## config.mk

```make
export PLATFORM = sky130hd
export DESIGN_NAME = gated_plurality_label_vote
export DESIGN_NICKNAME = d
export VERILOG_FILES = /design/src/gplv_pkg.sv /design/src/gplv_lane.sv /design/src/gplv_merge.sv /design/src/gated_plurality_label_vote.sv
export SDC_FILE = /design/constraint.sdc
export NUM_CORES = 1
export LEC_CHECK = 0
export ABC_CLOCK_PERIOD_IN_PS = 45700
export BUFFER_PORTS_ARGS = -buffer_cell sky130_fd_sc_hd__buf_4
export CAP_MARGIN = 0
export CORE_MARGIN = 3
export CORE_UTILIZATION = 51
export CTS_BUF_LIST = sky130_fd_sc_hd__clkbuf_8
export DETAILED_ROUTE_END_ITERATION = 6
export PLACE_DENSITY = 0.7
export SYNTH_ARGS = -nofsm -noshare
export SYNTH_HDL_FRONTEND = slang
export SYNTH_SLANG_ARGS = --single-unit
export TNS_END_PERCENT = 100
```

## constraint.sdc

```tcl
create_clock -name clk_i -period 45.7 [get_ports clk_i]
set_clock_uncertainty 0.05 [all_clocks]
set_input_delay 2.285 -clock clk_i [delete_from_list [all_inputs] [get_ports clk_i]]
set_output_delay 2.285 -clock clk_i [all_outputs]
set_load 0.1 [all_outputs]
```

## src/gplv_pkg.sv

```systemverilog
// gplv_pkg: shared constants and types for the gated plurality label vote
// no dependencies

package gplv_pkg;

  localparam int LANE_COUNT      = 8;
  localparam int NUM_VOTERS_DEF  = 8;
  localparam int LABEL_WIDTH_DEF = 8;

  localparam int VOTE_W = 4;
  localparam int CONF_W = 17;
  localparam int OUT_W  = 7;
  localparam int CFG_IDX_W  = 2;
  localparam int CFG_DATA_W = CONF_W;

  localparam logic [VOTE_W-1:0] VOTERS_RST = VOTE_W'(8);
  localparam logic [CONF_W-1:0] THRESH_RST = CONF_W'(32768);
  localparam logic [OUT_W-1:0]  NOISE_RST  = OUT_W'(4);

  typedef enum logic [CFG_IDX_W-1:0] {
    CFG_VOTERS = 2'd0,
    CFG_THRESH = 2'd1,
    CFG_NOISE  = 2'd2
  } cfg_idx_e;

endpackage

```

## src/gplv_lane.sv

```systemverilog
// gplv_lane: one voting lane, counts how many active lanes share its label
// standalone, widths come from parameters

module gplv_lane #(
  parameter int NUM_VOTERS  = 8,
  parameter int LABEL_WIDTH = 8,
  parameter int CNT_W       = 4,
  parameter int LANE_IDX    = 0
) (
  input  logic                   clk_i,
  input  logic                   en_i,
  input  logic [LABEL_WIDTH-1:0] labels_i [NUM_VOTERS],
  input  logic [NUM_VOTERS-1:0]  active_i,
  output logic [CNT_W-1:0]       cnt_o,
  output logic [LABEL_WIDTH-1:0] label_o
);

  logic [CNT_W-1:0]       cnt_d, cnt_q;
  logic [LABEL_WIDTH-1:0] label_q;

  // negative label or inactive lane abstains with a count of zero
  always_comb begin
    cnt_d = '0;
    if (active_i[LANE_IDX] && !labels_i[LANE_IDX][LABEL_WIDTH-1]) begin
      for (int j = 0; j < NUM_VOTERS; j++) begin
        if (active_i[j] && (labels_i[j] == labels_i[LANE_IDX])) begin
          cnt_d = cnt_d + CNT_W'(1);
        end
      end
    end
  end

  always_ff @(posedge clk_i) begin
    if (en_i) begin
      cnt_q   <= cnt_d;
      label_q <= labels_i[LANE_IDX];
    end
  end

  assign cnt_o   = cnt_q;
  assign label_o = label_q;

endmodule

```

## src/gplv_merge.sv

```systemverilog
// gplv_merge: picks the winning lane and applies the confidence gate
// depends on gplv_pkg

module gplv_merge #(
  parameter int NUM_VOTERS  = 8,
  parameter int LABEL_WIDTH = 8,
  parameter int CNT_W       = 4
) (
  input  logic                        clk_i,
  input  logic                        en_i,
  input  logic [CNT_W-1:0]            cnt_i   [NUM_VOTERS],
  input  logic [LABEL_WIDTH-1:0]      label_i [NUM_VOTERS],
  input  logic                        below_i,
  input  logic [gplv_pkg::OUT_W-1:0]  noise_i,
  output logic [gplv_pkg::OUT_W-1:0]  voted_label_o,
  output logic                        below_o
);

  import gplv_pkg::*;

  localparam int EXT_W = (LABEL_WIDTH > OUT_W) ? LABEL_WIDTH : OUT_W;

  logic [CNT_W-1:0]       best_cnt;
  logic [LABEL_WIDTH-1:0] best_lab;
  logic [EXT_W-1:0]       best_ext;
  logic [OUT_W-1:0]       label_d, label_q;
  logic                   below_q;

  // higher count wins, equal count goes to the smaller label
  always_comb begin
    best_cnt = '0;
    best_lab = '0;
    for (int i = 0; i < NUM_VOTERS; i++) begin
      if ((cnt_i[i] > best_cnt) ||
          ((cnt_i[i] == best_cnt) && (cnt_i[i] != '0) && (label_i[i] < best_lab))) begin
        best_cnt = cnt_i[i];
        best_lab = label_i[i];
      end
    end
    best_ext = EXT_W'(best_lab);
    label_d  = below_i ? noise_i : best_ext[OUT_W-1:0];
  end

  always_ff @(posedge clk_i) begin
    if (en_i) begin
      label_q <= label_d;
      below_q <= below_i;
    end
  end

  assign voted_label_o = label_q;
  assign below_o       = below_q;

endmodule

```

## src/gated_plurality_label_vote.sv

```systemverilog
// gated_plurality_label_vote: an item passes from the input transfer to the output
// through one lane-count stage and one merge stage.
// Throughput is one item per cycle; the lane compare stage and the merge
// register both advance every cycle unless the output is stalled.
// Reset clears both stage valid flags and loads the register defaults
// (8 voters, threshold 0.5, noise label 4).

module gated_plurality_label_vote #(
  parameter int NUM_VOTERS  = gplv_pkg::NUM_VOTERS_DEF,
  parameter int LABEL_WIDTH = gplv_pkg::LABEL_WIDTH_DEF
) (
  input  logic                             clk_i,
  input  logic                             rst_ni,
  input  logic                             cfg_we_i,
  input  logic [gplv_pkg::CFG_IDX_W-1:0]   cfg_idx_i,
  input  logic [gplv_pkg::CFG_DATA_W-1:0]  cfg_data_i,
  input  logic                             in_valid_i,
  output logic                             in_stall_o,
  input  logic [LABEL_WIDTH-1:0]           label_0_i,
  input  logic [LABEL_WIDTH-1:0]           label_1_i,
  input  logic [LABEL_WIDTH-1:0]           label_2_i,
  input  logic [LABEL_WIDTH-1:0]           label_3_i,
  input  logic [LABEL_WIDTH-1:0]           label_4_i,
  input  logic [LABEL_WIDTH-1:0]           label_5_i,
  input  logic [LABEL_WIDTH-1:0]           label_6_i,
  input  logic [LABEL_WIDTH-1:0]           label_7_i,
  input  logic [gplv_pkg::CONF_W-1:0]      confidence_i,
  output logic                             out_valid_o,
  input  logic                             out_stall_i,
  output logic [gplv_pkg::OUT_W-1:0]       voted_label_o,
  output logic                             below_confidence_o
);

  import gplv_pkg::*;

  localparam int CNT_W = $clog2(NUM_VOTERS + 1);

  logic [VOTE_W-1:0] voters_q;
  logic [CONF_W-1:0] thresh_q;
  logic [OUT_W-1:0]  noise_q;

  logic                   s1_valid_q, out_valid_q;
  logic                   s1_below_q;
  logic                   out_en, s1_en, accept;
  logic [LABEL_WIDTH-1:0] all_lab  [LANE_COUNT];
  logic [LABEL_WIDTH-1:0] lane_lab [NUM_VOTERS];
  logic [NUM_VOTERS-1:0]  active;
  logic [CNT_W-1:0]       lane_cnt [NUM_VOTERS];
  logic [LABEL_WIDTH-1:0] lane_out [NUM_VOTERS];

  // configuration registers
  always_ff @(posedge clk_i or negedge rst_ni) begin
    if (!rst_ni) begin
      voters_q <= VOTERS_RST;
      thresh_q <= THRESH_RST;
      noise_q  <= NOISE_RST;
    end else if (cfg_we_i) begin
      case (cfg_idx_e'(cfg_idx_i))
        CFG_VOTERS: voters_q <= cfg_data_i[VOTE_W-1:0];
        CFG_THRESH: thresh_q <= cfg_data_i[CONF_W-1:0];
        CFG_NOISE:  noise_q  <= cfg_data_i[OUT_W-1:0];
        default: ;
      endcase
    end
  end

  // pipeline advance, a stage moves when empty or when its successor moves
  assign out_en     = !out_valid_q || !out_stall_i;
  assign s1_en      = !s1_valid_q || out_en;
  assign accept     = in_valid_i && s1_en;
  assign in_stall_o = !s1_en;

  always_ff @(posedge clk_i or negedge rst_ni) begin
    if (!rst_ni) begin
      s1_valid_q  <= 1'b0;
      out_valid_q <= 1'b0;
    end else begin
      if (s1_en) begin
        s1_valid_q <= in_valid_i;
      end
      if (out_en) begin
        out_valid_q <= s1_valid_q;
      end
    end
  end

  always_ff @(posedge clk_i) begin
    if (accept) begin
      s1_below_q <= !(confidence_i > thresh_q);
    end
  end

  assign all_lab[0] = label_0_i;
  assign all_lab[1] = label_1_i;
  assign all_lab[2] = label_2_i;
  assign all_lab[3] = label_3_i;
  assign all_lab[4] = label_4_i;
  assign all_lab[5] = label_5_i;
  assign all_lab[6] = label_6_i;
  assign all_lab[7] = label_7_i;

  // lanes past the configured count sit out; counts above the lane total saturate
  for (genvar g = 0; g < NUM_VOTERS; g++) begin : g_lane
    assign lane_lab[g] = all_lab[g];
    assign active[g]   = (voters_q > VOTE_W'(g));

    gplv_lane #(
      .NUM_VOTERS  (NUM_VOTERS),
      .LABEL_WIDTH (LABEL_WIDTH),
      .CNT_W       (CNT_W),
      .LANE_IDX    (g)
    ) u_lane (
      .clk_i    (clk_i),
      .en_i     (accept),
      .labels_i (lane_lab),
      .active_i (active),
      .cnt_o    (lane_cnt[g]),
      .label_o  (lane_out[g])
    );
  end

  gplv_merge #(
    .NUM_VOTERS  (NUM_VOTERS),
    .LABEL_WIDTH (LABEL_WIDTH),
    .CNT_W       (CNT_W)
  ) u_merge (
    .clk_i         (clk_i),
    .en_i          (out_en && s1_valid_q),
    .cnt_i         (lane_cnt),
    .label_i       (lane_out),
    .below_i       (s1_below_q),
    .noise_i       (noise_q),
    .voted_label_o (voted_label_o),
    .below_o       (below_confidence_o)
  );

  assign out_valid_o = out_valid_q;

endmodule

```

Yosys cells after proc, flatten, opt, wreduce, memory -nomap -nowiden --
Cells that the tools add are included.
Storage, ports and cells: bits in registers 135, input bits 105, output and inout bits 10, word-level logic and storage cells 424
Operators by class: add/sub/neg operators 56, order comparisons 25, eq/ne operators 65, muxes and demuxes 136, reductions and logical operators 118
Operator list (count):
- 4-bit two-way mux | 119
- 8-bit == test | 56
- 4-bit by 1-bit adder with 4-bit output, second input constant | 56
- 1-bit logical AND | 82
- 8-bit < comparator | 7
- 8-bit two-way mux | 7
- 4-bit nonzero test | 8
- 4-bit == test | 7
- 4-bit > comparator | 7
- 17-bit > comparator | 1
- 4-bit by 3-bit > comparator with 1-bit output, second input constant | 4
- 7-bit two-way mux | 2
- 1-bit logical NOT | 13
- 4-bit by 1-bit > comparator with 1-bit output, second input constant | 3
- 1-bit logical OR | 10
- 4-bit by 2-bit > comparator with 1-bit output, second input constant | 2
- 8-bit by 1-bit < comparator with 1-bit output, second input constant | 1
- 1-bit two-way mux | 8
- 2-bit AND reduction | 3
- 4-bit logical NOT | 1
- 2-bit by 1-bit == test with 1-bit output, second input constant | 1
- 2-bit == test, second input constant | 1
- 2-bit logical NOT | 1

Logic depth before layout (Yosys ltp) --
depth after elaboration 41, depth in mapped cells 78, depth with buffers taken out 70

Cells and area by module --
A second synthesis with hierarchy kept.
Second synthesis, totals: cells, all modules 2207, area, all modules 20652.3 um^2
Modules (own cells, without submodules):
- gplv_merge | instances 1, cells each 504, area each 3726.1 um^2, seq. area each 240.2 um^2
- gplv_lane (g_lane[6].u_lane) | instances 1, cells each 202, area each 2006.9 um^2, seq. area each 360.3 um^2
- gplv_lane (g_lane[4].u_lane) | instances 1, cells each 206, area each 1948.1 um^2, seq. area each 360.3 um^2
- gplv_lane (g_lane[0].u_lane) | instances 1, cells each 189, area each 1941.9 um^2, seq. area each 360.3 um^2
- gplv_lane (g_lane[1].u_lane) | instances 1, cells each 191, area each 1934.4 um^2, seq. area each 360.3 um^2
- gplv_lane (g_lane[3].u_lane) | instances 1, cells each 198, area each 1933.1 um^2, seq. area each 360.3 um^2
- gplv_lane (g_lane[5].u_lane) | instances 1, cells each 207, area each 1876.8 um^2, seq. area each 360.3 um^2
- gplv_lane (g_lane[7].u_lane) | instances 1, cells each 179, area each 1809.2 um^2, seq. area each 360.3 um^2
- gplv_lane (g_lane[2].u_lane) | instances 1, cells each 193, area each 1756.7 um^2, seq. area each 360.3 um^2
- gated_plurality_label_vote | instances 1, cells each 138, area each 1719.1 um^2, seq. area each 784.5 um^2

Worst setup path before layout --
OpenSTA, ideal clock, no wires.
path type reg2reg, from register g_lane[0].u_lane.cnt_q[0], to register u_merge.label_q[4] (netlist: u_merge.voted_label_o[4]), data pin, library setup time 0.259 ns, arrival 15.956 ns, data required time 45.391 ns, setup slack 29.435 ns, stages on the path, launching flop included 71, buffers on the path 11, period minus slack after synthesis 16.265 ns, cell sequence edfxtp_1 or4_4 clkbuf_1 nand2_1 ha_1 a211oi_1 nor2_1 nor4_2 or2_4 clkbuf_1 clkbuf_1 mux2_2 ha_1 nand4_1 a2111oi_0 o21ai_0 and2_1 a2111oi_4 (+35 left out) a21oi_1 ha_1 nand4_1 a2111oi_0 nand2_1 nand2_1 a31oi_4 clkbuf_1 nand2_1 o21ai_0 ha_1 nand4_1 a2111oi_0 and3_1 a31oi_1 buf_4 nor3b_1 a211o_1
Between the ends: longest elaborated chain between the ends 41, elaborated cells between the ends (all ways) 64, those cells by class 15 x order compare; 7 x eq/ne; 16 x mux; 26 x reduce/logical
RTL lines:
- start, declared | line gplv_lane.sv:18 | logic [CNT_W-1:0] cnt_d, cnt_q;
- start signal, assigned | line gplv_lane.sv:35 | cnt_q <= cnt_d;
- parallel branches: the longest is 39 deep, another holds 8-bit < comparator
- 7-bit two-way mux (*) | line gplv_merge.sv:34 | if ((cnt_i[i] > best_cnt) ||
- 7-bit two-way mux (*) | line gplv_merge.sv:41 | label_d = below_i ? noise_i : best_ext[OUT_W-1:0];
- via u_merge.label_d[4] | line gplv_merge.sv:26 | logic [OUT_W-1:0] label_d, label_q;
- end signal, assigned | line gplv_merge.sv:46 | label_q <= label_d;
- end, declared | line gplv_merge.sv:26
Mark *: on every way through the listed nets, which the timed path passes. A chain may end at the register's enable or synchronous reset.

Worst setup path in the final report --
Same ends and word-level chain as after synthesis.

==> key figures <==
Power and ir drop
  • Register share of total power: 21.7%
  • P_leak: 6.51 nW
  • Switching fraction of total power: 47.3%
  • P_sw: 0.359 mW
  • Clock power share: 14.5%
  • Worst vdd ir: 49.0 uV
  • PD cells: 48.9 mW/mm^2
  • Comb power frac: 63.8%
  • Power Internal: 0.400 mW

Die
  • Die ar.: approximately 0.030 mm^2
  • Core box area: about 0.027 mm^2
  • Top Ports: 115
  • Die W: 172 um
  • Die height: between 150 and 200 um
  • Site row count: 60
  • Starting Density: 52.2%

STA
  • RSZ-0062 raised after global routing: no
  • Period utilisation layout: 38.6%
  • Final setup fails: 0
  • Setup tns final: 0 ps
  • Slew @ Worst Pin: 1050 ps
  • Post-route minimum period: 17650 ps
  • Max-slew violations: 0
  • Maximum clock frequency: 56.7 MHz
  • Worst slew margin: 30.3%
  • Final hold viol count: 0

Setup path
  • Critical Path Slowest Stage Cell: o311a_1
  • Worst EP arrival: 17810 ps
  • Critical Path End Type: flip-flop
  • Path depth of the worst reg2reg path: 61
  • FF-to-FF Start: g_lane[0].u_lane.cnt_o[0]
  • Reg2reg setup slack: 28050 ps
  • CP Class: flip-flop to flip-flop
  • R2R Path End: u_merge.voted_label_o[4]
  • Most used cell, CP: ha_1
  • Max incr delay on CP: 800 ps
  • Crit Path Max Fanout: 27
  • CP Launch Type: flip-flop
  • Critical path required time: 45860 ps

Detailed routing
  • Via count: approximately 12000
  • Remaining antenna violation count: 0
  • Residual DRC: 0
  • Final wirelength: about 40 mm
  • Drt first-iter violations: 1030
  • Vias per cell: about 6
  • Pre-Repair DR Iteration Count: 5
  • Post-DR wirelength/cell: 20.6 um

Finish
  • Nets: 1864
  • Seq. cell area: between 0.003 and 0.004 mm^2
  • Layout cell share with drive strength beyond 1: 15.1%
  • Ant diodes: 0
  • Post-layout instance area: 0.0155 mm^2
  • Layout overhead on the synthesized area: 10.2%
  • Fillcell total: 2434
  • Multi-input logic area: 0.00944 mm^2
  • Fin cells: about 2000

Min path
  • WHS Endpoint: out_valid_o
  • Worst min path class: flip-flop to flip-flop
  • Hold Startpoint: s1_valid_q
  • Hold Path Stages: 1

Logic synthesis
  • Post-synthesis sequential area ratio: around 28%
  • Main combinational cell family by area after synthesis: XOR/XNOR gates
  • Post-Synth Adder-Cell Area: 12.7%
  • Main synth FF type: edfxtp_1
  • Unique masters post-synth: 73
  • Mean post-synth cell area: 9.00 um^2
  • Post-synthesis mux area share: around 7.6%
  • Post-synth EDFFs: 105
  • Simple logic cell fraction of the synthesized area: 15.4%
  • Mapped Nets: 1813
  • FF+latch count, synth: 135
  • Synthesized cell area: between 0.01 and 0.015 mm^2
  • Xor/xnor share of the synthesized area: 20.5%
  • Mapped Cells: about 1600
  • Yosys warns: 0
  • Complex-gate fraction of the synthesized area: a little over a tenth
  • Async S/R FF share, synth: around 22%

Global route
  • Initial antenna violation count: 0
  • Global-route wire length before repair: 62.1 mm
  • Gr usage total: 27.2%
  • Number of global-route vias before repair: 11500
  • Remaining Overflow, GRT: 0
  • Largest net degree at the start of global routing: 59

Clock tree
  • Num CTS Buffers: 17
  • Clk_lat worst skew: 450 ps
  • Clk Tree Root Cell: clkbuf_8
  • CTS Buffer Depth: 2
  • Postcts setup bufs: 0
  • Post-CTS resize count: 0
  • CTS tree: done
  • Hold_buf cts: 0
  • CTS clk-pin slew, worst paths: 80 ps
  • H-tree levels: 4
  • CTS Sinks: 135

Placement
  • Port Buffers: 114
  • Post-DP HPWL: 32.0 mm
  • RD Place Congestion: 0.958
  • Post-Place Cell Area: 0.0151 mm^2
  • Dpl cells: between 1500 and 2000

Outcome
  • Outcome: complete, no violations

Job
  • Max cap viols: 0
## metrics by stage
step	util [%]	hold slack [ps]	total power [mW]	setup slack, ps
final	57.5	434	0.760	28050
after global routing	57.5	455	0.822	26490
after detailed placement	55.9	420	0.644	28420
after CTS	57.5	439	0.756	28330
after global placement	55.9	411	0.632	29040
after floorplan	-	374	0.541	29430
## synth_stat cells, drive strengths merged (49+ instances only)
cell	n	share of area, %
xnor2	137	8.5
edfxtp	105	22
nor2	94	2.5
mux2	76	6.1
inv	111	3.0
clkbuf	69	1.8
ha	141	13
xor2	193	12
a21oi	57	2.0
o21ai	58	2.1
nand2	122	3.2
nor4	49	2.3
## area by class of cell
cell class	instances	share of cell area, %
Multi-Input combinational cell	1233	60.8
Sequential cell	135	25.2
Timing Repair Buffer	120	5.80
Tap cell	341	2.75
Inverter	111	2.68
Clock buffer	17	1.51
Clock inverter	15	1.30
## per-layer routing
metal | global-route usage [%] | vias to the layer above | share of wire, %
met5 | 0 | - | 0
met4 | 11.7 | 0 | 4.2
met1 | 34.9 | 5569 | 42
met3 | 4.23 | 126 | 7.6
met2 | 45.8 | 487 | 46
li1 | - | 5612 | -
## logic make-up after synthesis
family          after synthesis
compound gates              221
xor+xnor                    330
fa+ha+maj                   144
buf+inv                     199
flops                       135
mux                          97
simple gates                441
## power groups by stage
stage	Clock [mW]	Sequential [mW]	Combinational, mW
final	0.110	0.165	0.485
after global routing	0.117	0.166	0.539
after CTS	0.111	0.165	0.480
after detailed placement	0	0.167	0.477
after global placement	0	0.167	0.465
after floorplan	0	0.187	0.354
## worst max-delay path by stage
| stage | start | endpoint | cells past startpoint |
|---|---|---|---|
| after floorplan | g_lane[0].u_lane.cnt_o[0] | u_merge.voted_label_o[4] | 70 |
| after global placement | g_lane[0].u_lane.cnt_o[0] | u_merge.voted_label_o[4] | 64 |
| after detailed placement | g_lane[0].u_lane.cnt_o[0] | u_merge.voted_label_o[6] | 61 |
| after CTS | g_lane[0].u_lane.cnt_o[0] | u_merge.voted_label_o[4] | 61 |
| after global routing | g_lane[0].u_lane.cnt_o[0] | u_merge.voted_label_o[4] | 61 |
| final | g_lane[0].u_lane.cnt_o[0] | u_merge.voted_label_o[4] | 61 |
## critical path, delay by kind of cell (launching register included)
kind                       cells  cell delay [ps]
DFF                            1              430
buffers and inverters          3              230
muxes                          4             1470
AOI/OAI and AO/OA             31             9410
adders and majority gates      7             2090
and+or+nand+nor               16             3700
## cells in the final DEF, fill, tap and decap left out, drive strengths merged, types with 27 or more instances in the layout
cell type and n:
mux2 76, o21ai 58, nand4 37, buf 120
nor3 47, nand2 122, nor4 49, xor2 193
inv 116, a21oi 57, dfrtp 27, xnor2 137
edfxtp 105, ha 141, nor2 94, nand3 33
## flip-flops by register name (all words and copies together) (netlist names)
register and flops:
g_lane.u_lane.cnt_o 32, u_merge.below_o 1, thresh_q 17, voters_q 4, g_lane.u_lane.label_o 64, out_valid_o 1, s1_valid_q 1, noise_q 7
s1_below_q 1, u_merge.voted_label_o 7
Power figures use the tool's default switching activity.
